File: src/hdl/dcbm_pkg.sv
package dcbm_pkg;

	localparam int WINDOW_LEN_DEF = 7;
	localparam int TEMP_W         = 11;
	localparam int HUM_W          = 10;
	// compare key: temperature with sign bit flipped, humidity zero-extended
	localparam int KEY_W          = TEMP_W;

	typedef struct packed {
		logic signed [TEMP_W-1:0] temp_value;
		logic                     temp_valid;
		logic        [HUM_W-1:0]  hum_value;
		logic                     hum_valid;
	} sample_t;

	typedef struct packed {
		logic signed [TEMP_W-1:0] temp_median;
		logic        [HUM_W-1:0]  hum_median;
	} median_t;

endpackage

File: src/hdl/dual_channel_block_median.sv
// channel   direction  handshake                      payload
// sample    in         sample_valid / sample_ready    dcbm_pkg::sample_t
// median    out        median_valid / median_ready    dcbm_pkg::median_t
//
// a sample beat that is not the last of a window is stored and leaves the block idle
// the last beat of a window starts the median search: for each channel every
// candidate is loaded and then compared with every slot through the one
// shared key comparator, first for temperature and then for humidity
// reset clears both sample rings to zero, the slot count and the median beat
// a pending median beat holds only the last sample of the next window
module dual_channel_block_median #(
	parameter int WINDOW_LEN = dcbm_pkg::WINDOW_LEN_DEF
) (
	input  logic              clk,
	input  logic              arst_n,
	input  logic              sample_valid,
	output logic              sample_ready,
	input  dcbm_pkg::sample_t sample,
	output logic              median_valid,
	input  logic              median_ready,
	output dcbm_pkg::median_t median
);
	import dcbm_pkg::*;

	localparam int IDX_W = $clog2(WINDOW_LEN);
	localparam int CNT_W = $clog2(WINDOW_LEN + 1);
	localparam logic [CNT_W-1:0] MID  = CNT_W'((WINDOW_LEN - 1) / 2);
	localparam logic [IDX_W-1:0] LAST = IDX_W'(WINDOW_LEN - 1);

	typedef enum logic [1:0] {
		ST_IDLE,
		ST_LOAD,
		ST_CMP
	} state_t;

	state_t                   state_q;
	// sample rings, slot order does not matter for the median
	logic signed [TEMP_W-1:0] temp_ring_q [WINDOW_LEN];
	logic        [HUM_W-1:0]  hum_ring_q  [WINDOW_LEN];
	logic        [IDX_W-1:0]  slot_q;
	logic        [IDX_W-1:0]  step_q;     // compare step within one candidate
	logic        [IDX_W-1:0]  cand_idx_q; // candidates tried on this channel
	logic                     chan_q;     // 0 = temperature, 1 = humidity
	logic        [KEY_W-1:0]  cand_q;
	logic        [CNT_W-1:0]  lt_q;
	logic        [CNT_W-1:0]  le_q;
	logic signed [TEMP_W-1:0] temp_med_q;
	median_t                  median_q;
	logic                     median_valid_q;

	logic                     accept;
	logic                     last_slot;
	logic signed [TEMP_W-1:0] temp_in;
	logic        [HUM_W-1:0]  hum_in;
	logic        [KEY_W-1:0]  head_key;
	logic                     key_lt;
	logic                     key_eq;
	logic        [CNT_W-1:0]  lt_n;
	logic        [CNT_W-1:0]  le_n;
	logic                     found;

	assign last_slot    = (slot_q == LAST);
	// the last beat of a window needs the median register free
	assign sample_ready = (state_q == ST_IDLE) && !(last_slot && median_valid_q);
	assign accept       = sample_valid && sample_ready;

	// invalid temperature blanks both slots, invalid humidity only its own
	assign temp_in = sample.temp_valid ? sample.temp_value : '0;
	assign hum_in  = (sample.temp_valid && sample.hum_valid) ? sample.hum_value : '0;

	// shared comparator on an unsigned key for both channels
	assign head_key = chan_q ? {1'b0, hum_ring_q[0]}
	                         : {~temp_ring_q[0][TEMP_W-1], temp_ring_q[0][TEMP_W-2:0]};
	assign key_lt   = head_key < cand_q;
	assign key_eq   = head_key == cand_q;
	assign lt_n     = lt_q + CNT_W'(key_lt);
	assign le_n     = le_q + CNT_W'(key_lt || key_eq);
	// candidate ranks at the middle when fewer than MID+1 lie below it
	// and more than MID lie at or below it
	assign found    = (lt_n <= MID) && (le_n > MID);

	assign median_valid = median_valid_q;
	assign median       = median_q;

	always_ff @(posedge clk or negedge arst_n) begin
		if (!arst_n) begin
			state_q        <= ST_IDLE;
			slot_q         <= '0;
			step_q         <= '0;
			cand_idx_q     <= '0;
			chan_q         <= 1'b0;
			cand_q         <= '0;
			lt_q           <= '0;
			le_q           <= '0;
			temp_med_q     <= '0;
			median_q       <= '0;
			median_valid_q <= 1'b0;
			for (int k = 0; k < WINDOW_LEN; k++) begin
				temp_ring_q[k] <= '0;
				hum_ring_q[k]  <= '0;
			end
		end else begin
			if (median_valid_q && median_ready) begin
				median_valid_q <= 1'b0;
			end
			unique case (state_q)
				ST_IDLE: begin
					if (accept) begin
						// shift the new beat in at the tail
						for (int k = 0; k < WINDOW_LEN - 1; k++) begin
							temp_ring_q[k] <= temp_ring_q[k+1];
							hum_ring_q[k]  <= hum_ring_q[k+1];
						end
						temp_ring_q[WINDOW_LEN-1] <= temp_in;
						hum_ring_q[WINDOW_LEN-1]  <= hum_in;
						if (last_slot) begin
							slot_q     <= '0;
							chan_q     <= 1'b0;
							cand_idx_q <= '0;
							state_q    <= ST_LOAD;
						end else begin
							slot_q <= slot_q + 1'b1;
						end
					end
				end
				ST_LOAD: begin
					// take the head as candidate, one extra rotation moves
					// the next candidate to the head one pass later
					cand_q <= head_key;
					lt_q   <= '0;
					le_q   <= '0;
					step_q <= '0;
					for (int k = 0; k < WINDOW_LEN; k++) begin
						temp_ring_q[k] <= temp_ring_q[(k + 1) % WINDOW_LEN];
						hum_ring_q[k]  <= hum_ring_q[(k + 1) % WINDOW_LEN];
					end
					state_q <= ST_CMP;
				end
				ST_CMP: begin
					lt_q   <= lt_n;
					le_q   <= le_n;
					step_q <= step_q + 1'b1;
					if ((step_q == LAST) && found && !chan_q) begin
						for (int k = 0; k < WINDOW_LEN; k++) begin
							temp_ring_q[k] <= temp_ring_q[(k + 1) % WINDOW_LEN];
							hum_ring_q[k]  <= hum_ring_q[(k + 1) % WINDOW_LEN];
						end
						temp_med_q <= {~cand_q[KEY_W-1], cand_q[KEY_W-2:0]};
						chan_q     <= 1'b1;
						cand_idx_q <= '0;
						state_q    <= ST_LOAD;
					end else if ((step_q == LAST) && (found || (cand_idx_q == LAST))) begin
						// humidity done: publish and start a fresh window
						median_q.temp_median <= temp_med_q;
						median_q.hum_median  <= cand_q[HUM_W-1:0];
						median_valid_q       <= 1'b1;
						for (int k = 0; k < WINDOW_LEN; k++) begin
							temp_ring_q[k] <= '0;
							hum_ring_q[k]  <= '0;
						end
						state_q <= ST_IDLE;
					end else begin
						for (int k = 0; k < WINDOW_LEN; k++) begin
							temp_ring_q[k] <= temp_ring_q[(k + 1) % WINDOW_LEN];
							hum_ring_q[k]  <= hum_ring_q[(k + 1) % WINDOW_LEN];
						end
						if (step_q == LAST) begin
							cand_idx_q <= cand_idx_q + 1'b1;
							state_q    <= ST_LOAD;
						end
					end
				end
				default: begin
					state_q <= ST_IDLE;
				end
			endcase
		end
	end

endmodule

File: config.mk
export PLATFORM = sky130hd
export DESIGN_NAME = dual_channel_block_median
export DESIGN_NICKNAME = d
export VERILOG_FILES = /design/src/hdl/dcbm_pkg.sv /design/src/hdl/dual_channel_block_median.sv
export SDC_FILE = /design/constraint.sdc
export NUM_CORES = 1
export LEC_CHECK = 0
export BUFFER_PORTS_ARGS = -buffer_cell sky130_fd_sc_hd__buf_2
export CAP_MARGIN = 30
export CORE_ASPECT_RATIO = 0.6
export CORE_MARGIN = 5
export CORE_UTILIZATION = 65
export DETAILED_ROUTE_END_ITERATION = 8
export GPL_ROUTABILITY_DRIVEN = 0
export PLACE_DENSITY = 0.95
export SYNTH_ARGS = -nofsm -noshare
export SYNTH_HDL_FRONTEND = slang
export SYNTH_SLANG_ARGS = --single-unit
export TNS_END_PERCENT = 5
File: constraint.sdc
create_clock -name clk -period 6.23 [get_ports clk]
set_input_delay 1.5575 -clock clk [delete_from_list [all_inputs] [get_ports clk]]
set_output_delay 1.5575 -clock clk [all_outputs]
set_load 0.05 [all_outputs]
======== After elaboration in Yosys (flattened, before gate mapping) ========
Index checks and enable logic that the tools add are counted.
storage, ports and cells
  input port bits ......................... 27
  output and inout port bits .............. 23
  logic and storage cells ................. 108
  register bits after elaboration ......... 209
cells by class
  bitwise operators ....................... 3
  mux-type cells .......................... 35
  equal/unequal tests ..................... 12
  order comparisons ....................... 3
  $add $sub $neg .......................... 5
  reductions and logical operators ........ 24
operator list
  operator                                      count
  2-to-1 mux 77 bit                             3
  one-hot mux 77 bit (3 select lines)           1
  2-to-1 mux 70 bit                             3
  one-hot mux 70 bit (3 select lines)           1
  one-hot mux 3 bit (2 select lines)            4
  2-to-1 mux 11 bit                             2
  2-to-1 mux 3 bit                              6
  == test 11 bit                                1
  < comparator 11 bit                           1
  2-to-1 mux 10 bit                             1
  2-to-1 mux 2 bit                              5
  adder 3 x 1 -> 3 bit (second input constant)  3
  == test 3 bit (second input constant)         3
  logical AND 1 bit                             9
  2-to-1 mux 1 bit                              7
  adder 3 x 1 -> 3 bit                          2
  != test 2 bit (second input constant)         3
  != test 3 bit (second input constant)         2
  one-hot mux 2 bit (3 select lines)            1
  AND reduction 2 bit                           3
  AND reduction 3 bit                           2
  AND reduction 5 bit                           1
  != test 4 bit (second input constant)         1
  AND reduction 4 bit                           1
  other kinds (11)                              16

======== Depth between registers and ports, before layout ========
  depth after elaboration ................. 12
  depth in mapped cells ................... 17
  gate-level depth less buffers ........... 14

======== Least setup slack after synthesis ========
No wires, ideal clock.
  path kind ............................... reg-to-reg
  start ................................... reg chan_q
  end ..................................... reg median_q, in the netlist median[10]
  required time ........................... 6.105 ns
  period minus slack after synthesis ...... 3.886 ns
  stages on the path, launching flop included .. 17
  path slack .............................. 2.344 ns
  setup time .............................. 0.125 ns
  path buffers ............................ 3
  arrival ................................. 3.761 ns
  path through ............................ dfrtp_1 clkbuf_1 buf_1 mux2_2 ha_1 a21o_1 a21o_1 a21oi_1 a21o_1 ha_1 ha_1 xor2_2 nand2_1 mux2i_1 nor2_1 buf_4 mux2_2
between the ends
  word-level cells in the longest chain between the ends .. 10
  elaborated cells on any way between the ends .. 16
  classes of those cells .................. add/sub: 2; order compare: 3; eq/ne: 1; mux: 1; bitwise: 1; reduce/logical: 8
RTL lines
  item                                                   line                                                              RTL
  start: declaration                                     dual_channel_block_median.sv:43                                   logic chan_q;
  start signal: assignment                               dual_channel_block_median.sv:91                                   chan_q <= 1'b0;
  start signal: assignment                               dual_channel_block_median.sv:118                                  chan_q <= 1'b0;
  start signal: assignment                               dual_channel_block_median.sv:149                                  chan_q <= 1'b1;
  2-to-1 mux 11 bit *                                    dual_channel_block_median.sv:72                                   assign head_key = chan_q ? {1'b0, hum_ring_q[0]}
  via head_key[8]                                        dual_channel_block_median.sv:55                                   logic [KEY_W-1:0] head_key;
  < comparator 11 bit or == test 11 bit (tied branches)  dual_channel_block_median.sv:74, dual_channel_block_median.sv:75
  logical OR 1 bit                                       dual_channel_block_median.sv:77                                   assign le_n = le_q + CNT_W'(key_lt || key_eq);
  adder 3 x 1 -> 3 bit                                   dual_channel_block_median.sv:77
  > comparator 3 x 2 -> 1 bit                            dual_channel_block_median.sv:80                                   assign found = (lt_n <= MID) && (le_n > MID);
  logical AND 1 bit *                                    dual_channel_block_median.sv:80
  logical AND 1 bit (2 in series)                        dual_channel_block_median.sv:143                                  if ((step_q == LAST) && found && !chan_q) begin
  inverter 1 bit (no source line)                        --
  AND reduction 3 bit (no source line) *                 --
  end: declaration                                       dual_channel_block_median.sv:48                                   median_t median_q;
The timed path passes the listed nets; every way through them passes the cells marked *.
A chain may end at the register's enable or synchronous reset.

======== Worst setup path after layout ========
  start ................................... reg chan_q
  end ..................................... reg temp_ring_q[67] (netlist bit)
between the ends
  word-level cells in the longest chain between the ends .. 11
  elaborated cells on any way between the ends .. 17
  classes of those cells .................. add/sub: 2; order compare: 3; eq/ne: 1; mux: 4; reduce/logical: 7
RTL lines
  item                                                   line                                                              RTL
  2-to-1 mux 11 bit *                                    dual_channel_block_median.sv:72
  via head_key[8]                                        dual_channel_block_median.sv:55
  < comparator 11 bit or == test 11 bit (tied branches)  dual_channel_block_median.sv:74, dual_channel_block_median.sv:75
  logical OR 1 bit                                       dual_channel_block_median.sv:77
  adder 3 x 1 -> 3 bit                                   dual_channel_block_median.sv:77
  > comparator 3 x 2 -> 1 bit                            dual_channel_block_median.sv:80
  logical AND 1 bit *                                    dual_channel_block_median.sv:80
  logical OR 1 bit                                       dual_channel_block_median.sv:152                                  end else if ((step_q == LAST) && (found || (cand_idx_q == LAST))) begin
  logical AND 1 bit                                      dual_channel_block_median.sv:152
  2-to-1 mux 77 bit                                      dual_channel_block_median.sv:152
  2-to-1 mux 77 bit *                                    dual_channel_block_median.sv:143
  one-hot mux 77 bit (3 select lines) *                  dual_channel_block_median.sv:106                                  unique case (state_q)
  end signal: indexed assignment                         dual_channel_block_median.sv:111                                  temp_ring_q[k] <= temp_ring_q[k+1];
  end signal: indexed assignment                         dual_channel_block_median.sv:114                                  temp_ring_q[WINDOW_LEN-1] <= temp_in;
  end signal: indexed assignment                         dual_channel_block_median.sv:145                                  temp_ring_q[k] <= temp_ring_q[(k + 1) % WINDOW_LEN];
  end: declaration                                       dual_channel_block_median.sv:38                                   logic signed [TEMP_W-1:0] temp_ring_q [WINDOW_LEN];
Marks and branches as above.

==> results.yml <==
yosys:
  syn_nets: 987
  ys_ff_latch: 209
  ys_async_sr_fraction: 1.00
  synth_cell_types: 44
  yosys_warnings: 0
  yosysSeqAreaShare: 0.563
  yosysMostFrequentCell: "nand2_1"
  synth_top_area_frac: 0.563
  synth_edf_count: 0
  synth_ff_type: "dfrtp_1"
  yosys-top-cells-area: "dfrtp_1, nand2_1, o21ai_0"
  syn_inst: 935
  synth_area_leader_cell: "dfrtp_1"
  syn_avg_cell_area_sq_um: 9.93
  netlist_area_sq_mm: 0.00929
  ys_top_cells_by_count: "nand2_1, dfrtp_1, o21ai_0"
global_route:
  gr-usage-met1: 0.353
  use_met3: 0.0419
  overflow: 0
  met2_usage: 0.400
  grt_max_degree: 184
  grt_pass1_vias: 6462
  gr-usage-all-layers: 0.246
  grt_pass1_wl_um: 33100
  antenna_found_initial: 0
  top_usage_layer: "met2"
cts:
  clkTransAtPathRegs_ns: 0.06
  cts_setup_buffers: 0
  cts.path.max_buffers: 3
  cts_tree: "yes"
  numClockSinks: 209
  cts_buffers: 19
  clock_latency_ns: 0.48
  cts_root_buf: "clkbuf_16"
  cts_max_level: 1
  ctsHoldBuffers: 0
  cts_resized: 0
run:
  cap_violations: 0
sta:
  finalCritPeriodShare: 0.798
  rsz0062_at_grt: "no"
  fmax_ghz: 0.201
  fin_tns_setup_ns: 0
  tightest_slew_ns: 1.04
  clock_skew_ns: 0.0120
  slew_headroom: 0.307
  hold_violations: 0
  min_period_ns: 4.97
  slew_viol_final: 0
  setup_viol_count_final: 0
layout:
  area_growth_pct: 9.68
  nets: 1005
  drive_gt1_frac: 0.177
  diodes: 0
  fin_util: 0.736
routing:
  vias: 6822
  drc: 0
  first_pass_iters: 6
  ant_nets: 0
  viasPerCell: 5.91
  wl_um: 20300
  dr.first_iter.drc_count: 696
  wl_per_cell_um: 17.5
pwr:
  pwr-share-comb: 0.354
  p_sw_mw: 2.05
  p_clk_frac: 0.223
  power_leakage_nw: 4.78
  power.internal_mw: 3.04
  irDropWorstVdd_mv: 0.218
  power.density_mw_per_mm2: 500
  swShare: 0.402
  pwr-share-seq: 0.423
placed_design:
  place_hpwl_um: 12600
  io_buffers: 49
critical_path:
  crit_buf_inv: 1
  cpMaxStageDelayCell: "dfrtp_1"
  path_cells: "mux2_2 > ha_1 > a21o_1 > a21o_1 > a21oi_1 > and2_1 > ha_1 > ha_1 > xor2_1 > nor4_1 > o31a_4 > buf_4 > o21ai_0"
  worstPathArrival_ns: 5.31
  crit_family: "compound AO/OA/AOI/OAI gates"
  cp-start-kind: "register"
  critical_path_class: "reg -> reg"
  end_kind: "register"
  timing.rr.start: "chan_q$_DFFE_PN0P_"
  crit_required_ns: 6.56
  worstSetupStartpoint: "chan_q$_DFFE_PN0P_"
  crit_path_max_fanout: 56
  critical_path.max_stage_delay_ns: 0.79
  crit_path_frequent_cell: "ha_1"
floorplanning:
  core_area_sq_mm: 0.0138
  boundaryPins: 50
  die_w_um: 164
  initial_core_util: 0.671
  rows: 33
  die_h_um: 103
  die-area_sq_mm: 0.0169
status:
  status: "completed"
min_path:
  min_path_type: "reg -> reg"
  hp-start: "temp_ring_q[24]$_DFFE_PN0P_"
==> layout by cell type (no fill, tap or decap), types with 10 or more instances in the layout <==
cell type and n:
nand2_1 277, dfrtp_1 209, o21ai_0 116, nor2_1 52
buf_2 48, o21ai_2 40, mux2_2 32, inv_1 28
ha_1 25, a221oi_1 20, clkbuf_16 19, nand3_1 10
==> metal layers <==
metal	part of all wire	up-vias
met3	0.071	46
met5	0	-
li1	-	3145
met2	0.48	250
met1	0.43	3381
met4	0.022	0
==> sequential cells by signal (all words and copies together), names as in the netlist, 2 cells and up <==
name,flops
le_q,3
hum_ring_q,70
cand_idx_q,3
lt_q,3
median,21
step_q,3
temp_med_q,11
temp_ring_q,77
state_q,2
cand_q,11
slot_q,3
==> power groups by stage <==
stage	registers [mW]	logic, mW	clock network, mW
finish	2.15	1.80	1.13
global route	2.20	2.03	1.21
CTS	2.14	1.78	1.15
detailed placement	2.15	1.75	0
global placement	2.13	1.64	0
floorplan	2.03	1.48	0
==> cell families after synthesis <==
logic type | synth area share
buf+inv | 0.0497
compound gates | 0.144
simple gates | 0.152
xor+xnor | 0.00458
fa+ha+maj | 0.0337
mux | 0.0531
flops | 0.563
==> worst min-delay path, cell delays in order, from the launching register on <==
cell and delay (ns):
dfrtp_1 0.34, nand2_1 0.06, o21ai_2 0.05
==> area by class of cell <==
| type | instances | area [sq um] |
|---|---|---|
| clock inverter | 3 | 40.0 |
| timing repair buffer | 59 | 382 |
| clock buffer | 28 | 549 |
| tap | 192 | 240 |
| fill | 914 | 3650 |
| inverter | 28 | 105 |
| sequential | 209 | 5230 |
| multi-input combinational | 636 | 3640 |
==> worst paths after layout <==
| kind | end | slack (ns) | depth (start not counted) |
|---|---|---|---|
| hold reg to reg | temp_ring_q[24]$_DFFE_PN0P_ | 0.48 | 2 |
| max in group asynchronous | temp_ring_q[35]$_DFFE_PN0P_ | 4.07 | 2 |
| setup reg to reg | temp_ring_q[67]$_DFFE_PN0P_ | 1.26 | 13 |
| hold / removal | temp_ring_q[24]$_DFFE_PN0P_ | 0.48 | 2 |
| setup / recovery | temp_ring_q[67]$_DFFE_PN0P_ | 1.26 | 13 |
| min in group asynchronous | temp_med_q[0]$_DFFE_PN0P_ | 0.95 | 1 |
==> metrics by stage <==
step	setup slack [ns]	cell area, sq um	power, mW	hold WS, ns	cells
floorplan	2.34	9290	3.51	0.450	935
global placement	1.60	9550	3.76	0.460	1122
detailed placement	1.37	9570	3.90	0.465	1123
CTS	1.29	10200	5.07	0.479	1154
global route	0.975	10200	5.44	0.488	1155
finish	1.26	10200	5.09	0.477	1155
(Power assumes the default switching activity.)
